### src/hw/rtl/key_protected_watchdog_core_assert.svh
// Assertion macros used by the watchdog engine RTL (kwd_engine).
`ifndef KEY_PROTECTED_WATCHDOG_CORE_ASSERT_SVH
`define KEY_PROTECTED_WATCHDOG_CORE_ASSERT_SVH
`ifndef ASSERT_OFF
`define KWD_ASSERT(label, clk, rst, prop, msg) \
   label: assert property (@(posedge clk) disable iff (rst) prop) else $error(msg);
`define KWD_ASSERT_ALWAYS(label, clk, prop, msg) \
   label: assert property (@(posedge clk) prop) else $error(msg);
`else
`define KWD_ASSERT(label, clk, rst, prop, msg)
`define KWD_ASSERT_ALWAYS(label, clk, prop, msg)
`endif
`endif

### src/hw/rtl/kwd_pkg.sv
// Types and constants of the key-protected watchdog.
`default_nettype none
package kwd_pkg;
   localparam int READ_W   = 12;
   localparam int PRESC_W  = 3;
   localparam int WAIT_W   = 3;
   localparam int DATA_W   = 16;

   localparam logic [DATA_W-1:0] KEY_UNLOCK = 16'h5555;
   localparam logic [DATA_W-1:0] KEY_FEED   = 16'hAAAA;
   localparam logic [DATA_W-1:0] KEY_START  = 16'hCCCC;

   typedef enum logic [1:0] {
      CMD_TICK  = 2'd0,
      CMD_WRITE = 2'd1,
      CMD_READ  = 2'd2
   } cmd_type;

   typedef enum logic [1:0] {
      OFF_KEY    = 2'd0,
      OFF_PRESC  = 2'd1,
      OFF_RELOAD = 2'd2,
      OFF_STATUS = 2'd3
   } offset_type;

   typedef struct packed {
      logic [1:0]        command;
      logic [1:0]        reg_offset;
      logic [DATA_W-1:0] write_data;
   } req_type;

   typedef struct packed {
      logic [READ_W-1:0] read_data;
      logic              reset_request;
   } rsp_type;
endpackage
`default_nettype wire

### src/hw/rtl/kwd_engine.sv
// Watchdog register file, prescaler and down-counter with the per-request update logic.
`default_nettype none
`include "key_protected_watchdog_core_assert.svh"
module kwd_engine #(
   parameter int RELOAD_BITS    = 12,
   parameter int PRESCALE_STEPS = 7,
   parameter int UPDATE_TICKS   = 5
) (
   input  logic             clock,
   input  logic             reset,
   input  logic             fire,
   input  kwd_pkg::req_type req,
   output kwd_pkg::rsp_type rsp
);
   import kwd_pkg::*;

   localparam int DIV_BITS = PRESCALE_STEPS + 1;
   localparam logic [RELOAD_BITS-1:0] RELOAD_ONES = '1;
   localparam logic [PRESC_W-1:0] STEP_MAX = PRESC_W'(PRESCALE_STEPS - 1);
   localparam logic [WAIT_W-1:0] WAIT_START = WAIT_W'(UPDATE_TICKS);

   logic                   running_ff, running_in;
   logic                   unlocked_ff, unlocked_in;
   logic [PRESC_W-1:0]     presc_wr_ff, presc_wr_in;
   logic [PRESC_W-1:0]     presc_use_ff, presc_use_in;
   logic [RELOAD_BITS-1:0] reload_wr_ff, reload_wr_in;
   logic [RELOAD_BITS-1:0] reload_use_ff, reload_use_in;
   logic [DIV_BITS-1:0]    div_cnt_ff, div_cnt_in;
   logic [RELOAD_BITS-1:0] down_ff, down_in;
   logic [WAIT_W-1:0]      presc_wait_ff, presc_wait_in;
   logic [WAIT_W-1:0]      reload_wait_ff, reload_wait_in;

   logic [PRESC_W-1:0]     step_now;
   logic [DIV_BITS:0]      div_limit;
   logic [DIV_BITS:0]      cnt_plus;
   logic                   expire;
   logic [RELOAD_BITS+READ_W-1:0] reload_ext;

   assign reload_ext = {{READ_W{1'b0}}, reload_wr_ff};
   assign cnt_plus   = {1'b0, div_cnt_ff} + (DIV_BITS+1)'(1);

   always_comb begin
      running_in     = running_ff;
      unlocked_in    = unlocked_ff;
      presc_wr_in    = presc_wr_ff;
      presc_use_in   = presc_use_ff;
      reload_wr_in   = reload_wr_ff;
      reload_use_in  = reload_use_ff;
      div_cnt_in     = div_cnt_ff;
      down_in        = down_ff;
      presc_wait_in  = presc_wait_ff;
      reload_wait_in = reload_wait_ff;
      expire         = 1'b0;
      rsp.read_data  = '0;
      step_now       = '0;
      div_limit      = '0;

      case (req.command)
         CMD_TICK: begin
            if (presc_wait_ff != '0) begin
               presc_wait_in = presc_wait_ff - WAIT_W'(1);
               if (presc_wait_ff == WAIT_W'(1)) begin
                  presc_use_in = presc_wr_ff;
               end
            end
            if (reload_wait_ff != '0) begin
               reload_wait_in = reload_wait_ff - WAIT_W'(1);
               if (reload_wait_ff == WAIT_W'(1)) begin
                  reload_use_in = reload_wr_ff;
               end
            end
            step_now  = (presc_use_in > STEP_MAX) ? STEP_MAX : presc_use_in;
            div_limit = (DIV_BITS+1)'(4) << step_now;
            if (running_ff) begin
               if (cnt_plus >= div_limit) begin
                  div_cnt_in = '0;
                  if (down_ff == '0) begin
                     expire = 1'b1;
                  end else begin
                     down_in = down_ff - RELOAD_BITS'(1);
                  end
               end else begin
                  div_cnt_in = cnt_plus[DIV_BITS-1:0];
               end
            end
         end
         CMD_WRITE: begin
            unique case (req.reg_offset)
               OFF_KEY: begin
                  unlocked_in = (req.write_data == KEY_UNLOCK);
                  if (req.write_data == KEY_FEED) begin
                     down_in = reload_use_ff;
                  end
                  if (req.write_data == KEY_START) begin
                     running_in = 1'b1;
                  end
               end
               OFF_PRESC: begin
                  if (unlocked_ff) begin
                     presc_wr_in   = req.write_data[PRESC_W-1:0];
                     presc_wait_in = WAIT_START;
                  end
               end
               OFF_RELOAD: begin
                  if (unlocked_ff) begin
                     reload_wr_in   = req.write_data[RELOAD_BITS-1:0];
                     reload_wait_in = WAIT_START;
                  end
               end
               default: begin
               end
            endcase
         end
         CMD_READ: begin
            unique case (req.reg_offset)
               OFF_PRESC:  rsp.read_data = READ_W'(presc_wr_ff);
               OFF_RELOAD: rsp.read_data = reload_ext[READ_W-1:0];
               OFF_STATUS: rsp.read_data = {{(READ_W-2){1'b0}},
                                            reload_wait_ff != '0,
                                            presc_wait_ff != '0};
               default:    rsp.read_data = '0;
            endcase
         end
         default: begin
         end
      endcase

      if (expire) begin
         running_in     = 1'b0;
         unlocked_in    = 1'b0;
         presc_wr_in    = '0;
         presc_use_in   = '0;
         reload_wr_in   = RELOAD_ONES;
         reload_use_in  = RELOAD_ONES;
         div_cnt_in     = '0;
         down_in        = RELOAD_ONES;
         presc_wait_in  = '0;
         reload_wait_in = '0;
      end
      rsp.reset_request = expire;
   end

   always_ff @(posedge clock) begin
      if (reset) begin
         running_ff     <= 1'b0;
         unlocked_ff    <= 1'b0;
         presc_wr_ff    <= '0;
         presc_use_ff   <= '0;
         reload_wr_ff   <= RELOAD_ONES;
         reload_use_ff  <= RELOAD_ONES;
         div_cnt_ff     <= '0;
         down_ff        <= RELOAD_ONES;
         presc_wait_ff  <= '0;
         reload_wait_ff <= '0;
      end else if (fire) begin
         running_ff     <= running_in;
         unlocked_ff    <= unlocked_in;
         presc_wr_ff    <= presc_wr_in;
         presc_use_ff   <= presc_use_in;
         reload_wr_ff   <= reload_wr_in;
         reload_use_ff  <= reload_use_in;
         div_cnt_ff     <= div_cnt_in;
         down_ff        <= down_in;
         presc_wait_ff  <= presc_wait_in;
         reload_wait_ff <= reload_wait_in;
      end
   end

   `KWD_ASSERT(a_expire_clears, clock, reset, fire && rsp.reset_request |=> !running_ff && down_ff == RELOAD_ONES, "expiry did not return the watchdog to reset")
   `KWD_ASSERT(a_expire_on_tick, clock, reset, fire && rsp.reset_request |-> running_ff && req.command == CMD_TICK, "reset request without a running tick")
   `KWD_ASSERT(a_idle_holds, clock, reset, !fire |=> $stable(down_ff) && $stable(running_ff), "counter moved without a request")
   `KWD_ASSERT(a_wait_bound, clock, reset, presc_wait_ff <= WAIT_START && reload_wait_ff <= WAIT_START, "update wait beyond its start value")
endmodule
`default_nettype wire

### src/hw/rtl/key_protected_watchdog_core.sv
// Top level of the key-protected watchdog: request and response registers around the engine.
//
// Each request is a slow-clock tick, a register write or a register read, and
// each request gives exactly one response carrying read_data and reset_request.
// The request channel (req_valid, req_stall, req_item) feeds an input register;
// the engine updates the watchdog state as the request moves into the response
// register (rsp_valid, rsp_stall, rsp_item).
// A request is taken into the input register and then moves on into the response
// register, where it becomes valid and can be taken; one request is accepted every
// cycle while the response side keeps up.
// When the receiver stalls, the response register holds its value and the
// input register holds one more request; after that req_stall rises.
// A synchronous reset empties both registers and puts every watchdog register
// back to its reset value: stopped, locked, prescaler 0, reload all ones.
// A counter expiry gives a response with reset_request set and performs the
// same return to reset values inside the block.
`default_nettype none
module key_protected_watchdog_core #(
   parameter int RELOAD_BITS    = 12,
   parameter int PRESCALE_STEPS = 7,
   parameter int UPDATE_TICKS   = 5
) (
   input  logic             clock,
   input  logic             reset,
   input  logic             req_valid,
   output logic             req_stall,
   input  kwd_pkg::req_type req_item,
   output logic             rsp_valid,
   input  logic             rsp_stall,
   output kwd_pkg::rsp_type rsp_item
);
   import kwd_pkg::*;

   logic    in_valid_ff, in_valid_in;
   req_type in_item_ff, in_item_in;
   logic    rsp_valid_ff, rsp_valid_in;
   rsp_type rsp_item_ff, rsp_item_in;
   rsp_type eng_rsp;
   logic    advance;
   logic    accept;

   assign advance   = in_valid_ff && (!rsp_valid_ff || !rsp_stall);
   assign req_stall = in_valid_ff && !advance;
   assign accept    = req_valid && !req_stall;

   always_comb begin
      in_valid_in  = accept ? 1'b1 : (advance ? 1'b0 : in_valid_ff);
      in_item_in   = accept ? req_item : in_item_ff;
      rsp_valid_in = advance ? 1'b1 : (rsp_stall ? rsp_valid_ff : 1'b0);
      rsp_item_in  = advance ? eng_rsp : rsp_item_ff;
   end

   kwd_engine #(
      .RELOAD_BITS   (RELOAD_BITS),
      .PRESCALE_STEPS(PRESCALE_STEPS),
      .UPDATE_TICKS  (UPDATE_TICKS)
   ) u_engine (
      .clock(clock),
      .reset(reset),
      .fire (advance),
      .req  (in_item_ff),
      .rsp  (eng_rsp)
   );

   always_ff @(posedge clock) begin
      if (reset) begin
         in_valid_ff  <= 1'b0;
         rsp_valid_ff <= 1'b0;
      end else begin
         in_valid_ff  <= in_valid_in;
         rsp_valid_ff <= rsp_valid_in;
      end
   end

   always_ff @(posedge clock) begin
      in_item_ff  <= in_item_in;
      rsp_item_ff <= rsp_item_in;
   end

   assign rsp_valid = rsp_valid_ff;
   assign rsp_item  = rsp_item_ff;
endmodule
`default_nettype wire
### config.mk
export PLATFORM = sky130hd
export DESIGN_NAME = key_protected_watchdog_core
export DESIGN_NICKNAME = d
export VERILOG_FILES = /design/src/hw/rtl/kwd_pkg.sv /design/src/hw/rtl/kwd_engine.sv /design/src/hw/rtl/key_protected_watchdog_core.sv
export VERILOG_INCLUDE_DIRS = /design/src /design/src/hw/rtl
export SDC_FILE = /design/constraint.sdc
export NUM_CORES = 1
export LEC_CHECK = 0
export ABC_AREA = 1
export BUFFER_PORTS_ARGS = -buffer_cell sky130_fd_sc_hd__buf_2
export CORE_ASPECT_RATIO = 0.5
export CORE_MARGIN = 2
export CORE_UTILIZATION = 54
export CTS_CLUSTER_DIAMETER = 200
export CTS_CLUSTER_SIZE = 14
export DETAILED_ROUTE_END_ITERATION = 16
export GPL_TIMING_DRIVEN = 0
export PLACE_DENSITY = 0.83
export RECOVER_POWER = 100
export SLEW_MARGIN = 20
export SYNTH_ARGS = -nofsm -noshare
export SYNTH_HDL_FRONTEND = slang
export SYNTH_SLANG_ARGS = --single-unit
export TNS_END_PERCENT = 10
### constraint.sdc
create_clock -name clock -period 2.9 [get_ports clock]
set_input_delay 0.58 -clock clock [delete_from_list [all_inputs] [get_ports clock]]
set_output_delay 0.58 -clock clock [all_outputs]
set_load 0.02 [all_outputs]
* Yosys cells after proc, flatten, opt, wreduce, memory -nomap -nowiden *
Index checks and enable logic that the tools add are counted.

word-level totals
  output and inout bits = 15
  input port bits = 24
  bits in registers = 93
  word-level logic and storage cells = 134

operators by class
  $add $sub $neg = 4
  reductions and logical operators = 35
  shifts and indexed selects = 1
  equality and inequality tests = 21
  magnitude comparators = 2
  mux-type cells = 54

operators by type and width
  cell                                                   count
  two-way mux 12 bit                                     14
  two-way mux 3 bit                                      17
  case mux 12 bit (3 select lines)                       1
  equality test 16 bit, second input constant            2
  two-way mux 8 bit                                      4
  != test 3 x 1 -> 1 bit, second input constant          8
  case mux 12 bit (2 select lines)                       1
  nonzero test 2 bit                                     11
  equality test 16 x 15 -> 1 bit, second input constant  1
  AND reduction 4 bit                                    4
  two-way mux 1 bit                                      15
  logical NOT 12 bit                                     1
  case mux 3 bit (2 select lines)                        2
  subtractor 12 x 1 -> 12 bit, second input constant     1
  AND reduction 5 bit                                    2
  adder 8 x 1 -> 9 bit, second input constant            1
  greater-or-equal comparator 9 bit                      1
  nonzero test 3 bit                                     3
  << shifter 3 x 3 -> 9 bit, first input constant        1
  AND reduction 7 bit                                    1
  equality test 2 bit, second input constant             3
  equality test 3 x 1 -> 1 bit, second input constant    2
  != test 3 x 2 -> 1 bit, second input constant          2
  AND reduction 3 bit                                    2
  other kinds (9)                                        17

* Depth between registers and ports, before layout *
Gate-level depths: netlist of the first run.

  depth after elaboration = 13
  gate-level depth with buffers = 23
  mapped depth without buffers = 22

* Hierarchy *
A second synthesis of the first run with hierarchy kept.

second synthesis, totals
  cell total of the unflattened synthesis = 623
  area total of the unflattened synthesis = 4787.1 µm²

by module, submodules not included
  module                       instances  sequential area each (µm²)  cells each  area an instance (µm²)
  kwd_engine                   1          1161.1                      578         3704.8
  key_protected_watchdog_core  1          1031.0                      45          1082.3

* Worst setup path before layout of the first run *
No wires, ideal clock.

  path kind = reg2reg
  start = reg u_engine.presc_wait_ff[0]
  end = reg u_engine.reload_wr_ff[3]
  required time = 2.770 ns
  clock period less this slack = 2.812 ns
  cell stages (with the launch flop) = 18
  arrival = 2.683 ns
  library setup time = 0.130 ns
  buffers on the path = 1
  path slack = 0.088 ns
  path through = dfxtp_1 inv_1 ha_1 inv_1 nand3_1 o21ai_0 inv_1 nand2_1 ha_1 a21o_1 nor2_2 nand3_4 nand2_4 buf_6 inv_2 or2_2 nand3_1 nand3_1

between the ends
  word-level cells in the longest chain between the ends = 13
  elaborated cells on any way between the ends = 17
  those cells by class = 2 x order compare; 1 x eq/ne; 1 x shift; 8 x mux; 5 x reduce/logical

RTL lines
  element                                line               text
  start: declaration                     kwd_engine.sv:30   logic [WAIT_W-1:0] presc_wait_ff, presc_wait_in;
  start signal: assignment               kwd_engine.sv:164  presc_wait_ff <= presc_wait_in;
  equality test 3 x 1 -> 1 bit           kwd_engine.sv:62   if (presc_wait_ff == WAIT_W'(1)) begin
  two-way mux 3 bit                      kwd_engine.sv:62
  two-way mux 3 bit (*)                  kwd_engine.sv:60   if (presc_wait_ff != '0) begin
  two-way mux 3 bit (*)                  kwd_engine.sv:58   case (req.command)
  greater-than comparator 3 bit          kwd_engine.sv:72   step_now = (presc_use_in > STEP_MAX) ? STEP_MAX : presc_use_in;
  two-way mux 3 bit (*)                  kwd_engine.sv:72
  << shifter 3 x 3 -> 9 bit (*)          kwd_engine.sv:73   div_limit = (DIV_BITS+1)'(4) << step_now;
  greater-or-equal comparator 9 bit (*)  kwd_engine.sv:75   if (cnt_plus >= div_limit) begin
  two-way mux 1 bit (*)                  kwd_engine.sv:75
  two-way mux 1 bit (*)                  kwd_engine.sv:74   if (running_ff) begin
  two-way mux 1 bit (*)                  kwd_engine.sv:58
  nonzero test 2 bit (no line)           --
  AND reduction 4 bit (no line)          --
  end signal: assignment                 kwd_engine.sv:160  reload_wr_ff <= reload_wr_in;
  end: declaration                       kwd_engine.sv:26   logic [RELOAD_BITS-1:0] reload_wr_ff, reload_wr_in;

Every way passes the cells marked *; elsewhere a longest branch is shown, timed or not. The select of a mux whose other input is x is not followed.
A chain may end at the register's enable or synchronous reset.

* Final worst setup path of the first run *
  start = reg u_engine.presc_wait_ff[0]
  end = reg u_engine.reload_use_ff[9]

between the ends
  word-level cells in the longest chain between the ends = 13
  elaborated cells on any way between the ends = 17
  those cells by class = 2 x order compare; 1 x eq/ne; 1 x shift; 8 x mux; 5 x reduce/logical

RTL lines
  element                                line               text
  equality test 3 x 1 -> 1 bit           kwd_engine.sv:62
  two-way mux 3 bit                      kwd_engine.sv:62
  two-way mux 3 bit (*)                  kwd_engine.sv:60
  two-way mux 3 bit (*)                  kwd_engine.sv:58
  greater-than comparator 3 bit          kwd_engine.sv:72
  two-way mux 3 bit (*)                  kwd_engine.sv:72
  << shifter 3 x 3 -> 9 bit (*)          kwd_engine.sv:73
  greater-or-equal comparator 9 bit (*)  kwd_engine.sv:75
  two-way mux 1 bit (*)                  kwd_engine.sv:75
  two-way mux 1 bit (*)                  kwd_engine.sv:74
  two-way mux 1 bit (*)                  kwd_engine.sv:58
  named net u_engine.expire              kwd_engine.sv:36   logic expire;
  nonzero test 2 bit (no line)           --
  AND reduction 4 bit (no line)          --
  end signal: assignment                 kwd_engine.sv:161  reload_use_ff <= reload_use_in;
  end: declaration                       kwd_engine.sv:27   logic [RELOAD_BITS-1:0] reload_use_ff, reload_use_in;

The timed path passes the listed nets; every way through them passes the cells marked *. The select of a mux whose other input is x is not followed.

==> results of run 1 <==
[cell families after synthesis]
family	count (synthesis)	share of synthesized area, %
buffers and inverters	93	8.55
flip-flops	93	46.3
XOR/XNOR	8	1.48
AO/OA/AOI/OAI	66	8.10
adder cells (fa/ha/maj)	16	4.22
AND/OR/NAND/NOR	328	31.4
[registers in the layout, indices dropped and copies added (netlist names)]
signal and cells:
in_item_ff 20, rsp_item 13, u_engine.down_ff 12, u_engine.reload_use_ff 12, u_engine.reload_wr_ff 12, u_engine.div_cnt_ff 8, u_engine.presc_use_ff 3, u_engine.presc_wait_ff 3
u_engine.presc_wr_ff 3, u_engine.reload_wait_ff 3, in_valid_ff 1, rsp_valid 1, u_engine.running_ff 1, u_engine.unlocked_ff 1
[timing repair]
| action | 4_1_cts | 5_1_grt |
|---|---|---|
| gates cloned | 0 | 2 |
| resized for setup | 16 | 80 |
| setup endpoints to repair | 59 | 51 |
| buffers inserted | 2 | 5 |
| pin swaps | 1 | 23 |
[per-layer routing]
metal	track usage (%)	wire length (µm)	up-vias	share of wire, %
met2	36.6	5850	297	46
met3	6.97	1290	63	10
met4	10.2	491	0	3.9
li1	-	-	2112	-
met5	0	0	-	0
met1	31.7	5070	2045	40
[layout make-up]
type,count,share of cell area [%]
multi-input combinational,418,42.4
sequential,93,37.8
inverter,70,4.61
timing repair buffer,46,4.40
clock buffer,10,3.94
buffer,23,2.87
tap,117,2.52
clock inverter,6,1.51
[metrics by stage]
stage / instance area (µm²) / cells / utilization [%] / setup slack [ns] / hold slack, ns
5_1_grt: 5810 / 783 / 67.4 / -0.198 / 0.384
4_1_cts: 5450 / 776 / 63.3 / 0.00938 / 0.398
3_3_place_gp: 5070 / 758 / 58.8 / -0.253 / 0.451
3_5_place_dp: 5070 / 758 / 58.8 / -0.400 / 0.462
2_1_floorplan: 4740 / 604 / - / 0.0875 / 0.437
6_report: 5810 / 783 / 67.4 / -0.103 / 0.401
[placed cells by master (no fill, tap or decap), types with 12 or more instances in the layout]
cell type | netlist | final
nand2_1 | 138 | 124
edfxtp_1 | 33 | 33
o21ai_0 | 24 | 13
clkbuf_1 | 10 | 26
nor2_1 | 59 | 57
nand2_2 | 4 | 14
nand3_1 | 97 | 85
a21oi_1 | 24 | 22
buf_2 | 6 | 23
dfxtp_1 | 60 | 58
nand3_2 | 1 | 12
inv_1 | 62 | 56
[power groups by stage]
stage | Clock (mW) | Sequential [mW] | Combinational [mW]
2_1_floorplan | 0 | 1.44 | 0.136
3_3_place_gp | 0 | 1.44 | 0.199
3_5_place_dp | 0 | 1.44 | 0.205
4_1_cts | 1.27 | 1.41 | 0.214
5_1_grt | 1.34 | 1.41 | 0.263
6_report | 1.26 | 1.41 | 0.244
[path summary, 6_finish.rpt]
path,start,to,slack [ns],cells past startpoint
worst min register to register,u_engine.div_cnt_ff[7],u_engine.div_cnt_ff[7],0.47,2
worst max-delay path,u_engine.presc_wait_ff[0],u_engine.reload_use_ff[9],-0.10,18
worst max register to register,u_engine.presc_wait_ff[0],u_engine.reload_use_ff[9],-0.10,18
worst min-delay path,req_item[0],in_item_ff[0],0.40,1
==> results.md, run 1 <==
* Status: finished with violations
* Failing checks: negative setup slack
* Register area at 0.00219 mm²
* Fin Setup TNS at -0.201 ns
* Remaining antenna violation count at 0
* Tmin final at 3.00 ns
* Final setup viols at 5
* Post-synth ARST share at 0%
* Die area at 0.00959 mm²
* Wire per inst at 16.2 µm
* Initial antenna violation count at 0
* RSZ-0062 raised after global routing: yes
* Static Leak at 2.59 nW
* Layout cells sized above 1 at 20.9%
* Iteration-0 DRC Markers at 554
* Worst-Margin Slew at 0.760 ns
* Vias/cell at 5.77
* # clock sinks at 93
* Post-synthesis net count at 644
* Int Power at 2.22 mW
* Mapped Cells at 604
* Routed WL at 12700 µm
* Crit-path max cell delay at 0.36 ns
* Switch Pwr at 699 µW
* Peak supply drop at 0.000481 V
* HP Class: in2reg
* Initial Util at 55.0%
* Max_cap viols at 0
* Crit share post-route at 104%
* Post-layout worst setup margin at -0.103 ns
* HPWL Detailed at 7660 µm
* Kind of critical path: reg2reg
* I/O pin count at 39
* Vias in the first global route at 3875
* DRC violations left at 0
* Reg power frac at 48.4%
* Combinational group share of total power at 8.3%
* CTS Buffer Depth at 2
* Register area share after synthesis at 46.3%
* Area of the core at 0.00862 mm²
* Overall power at 2.92 mW
* Clock share of power at 43.3%
* Synth area leaders: dfxtp_1 (25%), edfxtp_1 (21%), nand2_1 (11%), nand3_1 (10%), inv_1 (4.9%)
* Required time of the critical path at 3.11 ns
* Most common cell in the netlist: nand2_1
* Die width at 136 µm
* Via Count at 4517
* Netlist Area Pre-Place at 0.00474 mm²
* Multi-input gate area at 0.00246 mm²
* Crit-path slowest cell: dfxtp_2
* Num CTS Buffers at 9
* Largest net degree at the start of global routing at 21
* Yosys top cell by area: dfxtp_1
* Fmax at 333 MHz
* Pwr per Cell Area at 502 mW/mm²
* Synthesized area per cell at 7.85 µm²
* TritonCTS clock tree: built
* DRT Pass-1 Iters at 6
* Routability cong. at 0.912
* Root Buffer: clkbuf_16
* Final Hold Vio Count at 0
* First-pass GRT wire length at 17700 µm
* Hold_buf cts at 0
* Die Y at 70.2 µm
* Total track usage at 23.9%
* Commonest cells in the synthesized netlist: nand2_1 (138), nand3_1 (97), inv_1 (62)
* Most common flop cell mapped by yosys: dfxtp_1
* Critical path data arrival time at 3.21 ns
* Final slew viol count at 0
* H-tree levels at 3
* Area share of the largest cell type after synthesis at 25.3%
* Crit path max fanout at 10
* Crit path max-delay family: simple AND/OR/NAND/NOR gates
* Max transition margin at 49.3%
* Clk slew on worst S/H paths at 0.07 ns
* Crit path capture type: register
* Ys Warns at 0
* Nets at 701
* Buffers and inverters on the worst path at 6
* Number of cell rows at 24
* Count of cell types in the netlist at 37
* Layout area overhead at 22.5%
* Grt total ovfl at 0
* EDFF count, synth at 33
* Crit-path cells: inv_2 -> ha_4 -> inv_4 -> nand3_4 -> o21ai_4 -> inv_2 -> nand3_2 -> ha_4 -> a21oi_1 -> nand2_1 -> nand2_2 -> nand3_4 -> nand2_8 -> buf_8 -> inv_4 -> buf_4 -> o21ai_0 -> nand3_1
* Sw frac at 24.0%
* Clk_skew at 0.00765 ns
* # fillers at 594
* FF+latch count, synth at 93
* Worst-Skew Late Latency at 0.35 ns
* Number of diodes at 0
* IO buf count at 37
* Startpoint class of the critical path: register
No activity file was read; power rests on OpenSTA's default activity.
==> inputs of run 2 (changes only) <==
--- a/config.mk
+++ b/config.mk
@@ -17,6 +17,7 @@
 export GPL_TIMING_DRIVEN = 0
 export PLACE_DENSITY = 0.83
 export RECOVER_POWER = 100
+export SKIP_CTS_REPAIR_TIMING = 1
 export SLEW_MARGIN = 20
 export SYNTH_ARGS = -nofsm -noshare
 export SYNTH_HDL_FRONTEND = slang
==> run 2 against run 1 <==
  * The run still ends with negative setup slack left
  * Global-route usage down 0.34 points
  * Cell count down 0.13%
  * Total power up 0.15%
  * Wire length up 0.29%
  * Critical endpoint is now u_engine.presc_wait_ff[2]
  * Sequential power about the same
  * Worst setup slack better by 0.026 ns
  * Clock skew down 0.00053 ns
  * Via count up 0.31%
==> results.md, run 2 (synthesis results as in run 1) <==
* Status: finished with violations (unchanged)
* Failing checks: negative setup slack (unchanged)
* Number of cell rows at 24 (unchanged)
* Fin Setup TNS at -0.816 ns (was -0.201 ns)
* Nets at 700 (was 701)
* Die width at 136 µm (unchanged)
* Crit path capture type: register (unchanged)
* Tmin final at 2.98 ns (was 3.00 ns)
* HPWL Detailed at 7660 µm (unchanged)
* Layout cells sized above 1 at 23.0% (was 20.9%)
* Vias/cell at 5.79 (was 5.77)
* # clock sinks at 93 (unchanged)
* Root Buffer: clkbuf_16 (unchanged)
* Most frequent cells in the layout: nand2_1 (123), nand3_1 (84), nor2_1 (58) (was nand2_1 (124), nand3_1 (85), dfxtp_1 (58))
* Total track usage at 23.6% (was 23.9%)
* Routability cong. at 0.912 (unchanged)
* DRT Pass-1 Iters at 6 (unchanged)
* Hold Path Depth at 1 (unchanged)
* I/O pin count at 39 (unchanged)
* Final setup viols at 26 (was 5)
* Min Hold Slack at 0.397 ns (was 0.401 ns)
* Die Y at 70.2 µm (unchanged)
* Reg2reg path depth at 20 (was 18)
* Final slew viol count at 0 (unchanged)
* Largest register FFs at 20 (unchanged)
* Startpoint class of the critical path: register (unchanged)
* Fmax at 336 MHz (was 333 MHz)
* Max transition margin at 50.8% (was 49.3%)
* Peak supply drop at 0.000365 V (was 0.000481 V)
* Clk_skew at 0.00713 ns (was 0.00765 ns)
* DRC violations left at 0 (unchanged)
* Layout area overhead at 22.0% (was 22.5%)
* HP Class: in2reg (unchanged)
* Crit share post-route at 103% (was 104%)
* RSZ-0062 raised after global routing: yes (unchanged)
* Register name with the most flops: in_item_ff (unchanged)
* Initial Util at 55.0% (unchanged)
* Hold Startpoint: req_item[6] (was req_item[0])
* Post-layout worst setup margin at -0.0771 ns (was -0.103 ns)
* Largest net degree at the start of global routing at 21 (unchanged)
* Static Leak at 2.62 nW (was 2.59 nW)
* Worst-Skew Late Latency at 0.36 ns (was 0.35 ns)
* Number of diodes at 0 (unchanged)
* Wire per inst at 16.3 µm (was 16.2 µm)
* Iteration-0 DRC Markers at 540 (was 554)
* Routed WL at 12700 µm (about the same)
* Capturing point of the worst reg2reg path: u_engine.presc_wait_ff[2] (was u_engine.reload_use_ff[9])
* Num CTS Buffers at 9 (unchanged)
* Critical path data arrival time at 3.28 ns (was 3.21 ns)
* Crit path max fanout at 6 (was 10)
* Final Hold Vio Count at 0 (unchanged)
* Commonest non-fill, non-tap cell in the layout: nand2_1 (unchanged)
* Max_cap viols at 0 (unchanged)
* First-pass GRT wire length at 17600 µm (was 17700 µm)
* Via Count at 4531 (was 4517)
* Pwr per Cell Area at 505 mW/mm² (was 502 mW/mm²)
* Area of the core at 0.00862 mm² (unchanged)
* Vias in the first global route at 3815 (was 3875)
* Required time of the critical path at 3.20 ns (was 3.11 ns)
* Remaining antenna violation count at 0 (unchanged)
* Worst-Margin Slew at 0.737 ns (was 0.760 ns)
* Worst Hold End: in_item_ff[6] (was in_item_ff[0])
* Die area at 0.00959 mm² (unchanged)
* H-tree levels at 3 (unchanged)
* CTS Buffer Depth at 2 (unchanged)
* TritonCTS clock tree: built (unchanged)
* IO buf count at 37 (unchanged)
* Reg2Reg Setup Slack at -0.08 ns (was -0.10 ns)
* Clk slew on worst S/H paths at 0.07 ns (about the same)
* Grt total ovfl at 0 (unchanged)
* Kind of critical path: reg2reg (unchanged)
* Initial antenna violation count at 0 (unchanged)
* R2R Path Start: u_engine.presc_wait_ff[0] (unchanged)
## run 2: cell types whose count changed in the layout (fill, tap and decap cells not counted), sizes merged
| cell | delta |
|---|---|
| clkbuf | -13 |
| buf | +12 |
## run 2: metal layers
layer  vias to the layer above  global-route usage, %  wire (µm)
li1                       2108                      -          -
met1                      2081                   31.7       5110
met2                       282                   36.1       5900
met3                        60                   6.54       1250
met4                         0                   9.38        483
met5                         -                      0          0
## run 2: area by class of cell
cell class                      instances  area, µm²
Buffer                                 23        159
Clock inverter                          6       87.6
Fill cell                             608       2830
Sequential cell                        93       2200
Clock buffer                           10        229
Multi-Input combinational cell        418       2430
Timing Repair Buffer                   45        267
Inverter                               70        268
Tap cell                              117        146
## run 2: how the worst max path moves through the flow
stage,slack [ns],end,cells after the start,from
finish,-0.08,u_engine.presc_wait_ff[2],20,u_engine.presc_wait_ff[0]
global route,-0.19,u_engine.presc_wr_ff[1],20,u_engine.presc_wait_ff[0]
CTS,-0.43,u_engine.reload_use_ff[2],17,u_engine.presc_wait_ff[0]
detailed placement,-0.40,u_engine.reload_use_ff[2],17,u_engine.presc_wait_ff[0]
global placement,-0.25,u_engine.reload_use_ff[2],17,u_engine.presc_wait_ff[0]
floorplan,0.09,u_engine.reload_wr_ff[3],17,u_engine.presc_wait_ff[0]
## run 2: per-stage QoR
stage,setup slack (ns),power (mW),cell area (µm²),utilization (%),instances
floorplan,0.0875,1.58,4740,-,604
global placement,-0.253,1.63,5070,58.8,758
detailed placement,-0.400,1.64,5070,58.8,758
CTS,-0.432,2.89,5390,62.5,774
global route,-0.188,3.01,5780,67.1,782
finish,-0.0771,2.92,5780,67.1,782
## run 2: where the power goes
group          total, mW  internal [mW]  switching, mW  leakage, nW
clock network       1.27          0.754          0.516        0.146
registers           1.41           1.39         0.0234        0.813
logic              0.242         0.0766          0.165         1.66
## run 2: critical path, stage by stage, from the launching register on
cell and delay, ns:
dfxtp_4 0.38, inv_4 0.04, ha_4 0.16, inv_4 0.05, nand3_4 0.15, o21ai_4 0.30
inv_2 0.11, nand3_1 0.10, ha_1 0.24, nand2_2 0.09, a21oi_1 0.06, nor2_2 0.19
nand3_4 0.15, nand2_8 0.14, buf_8 0.12, nand3_1 0.08, nand2_1 0.14, inv_1 0.11
nand2_1 0.09, nand2_1 0.08, nor2_1 0.11
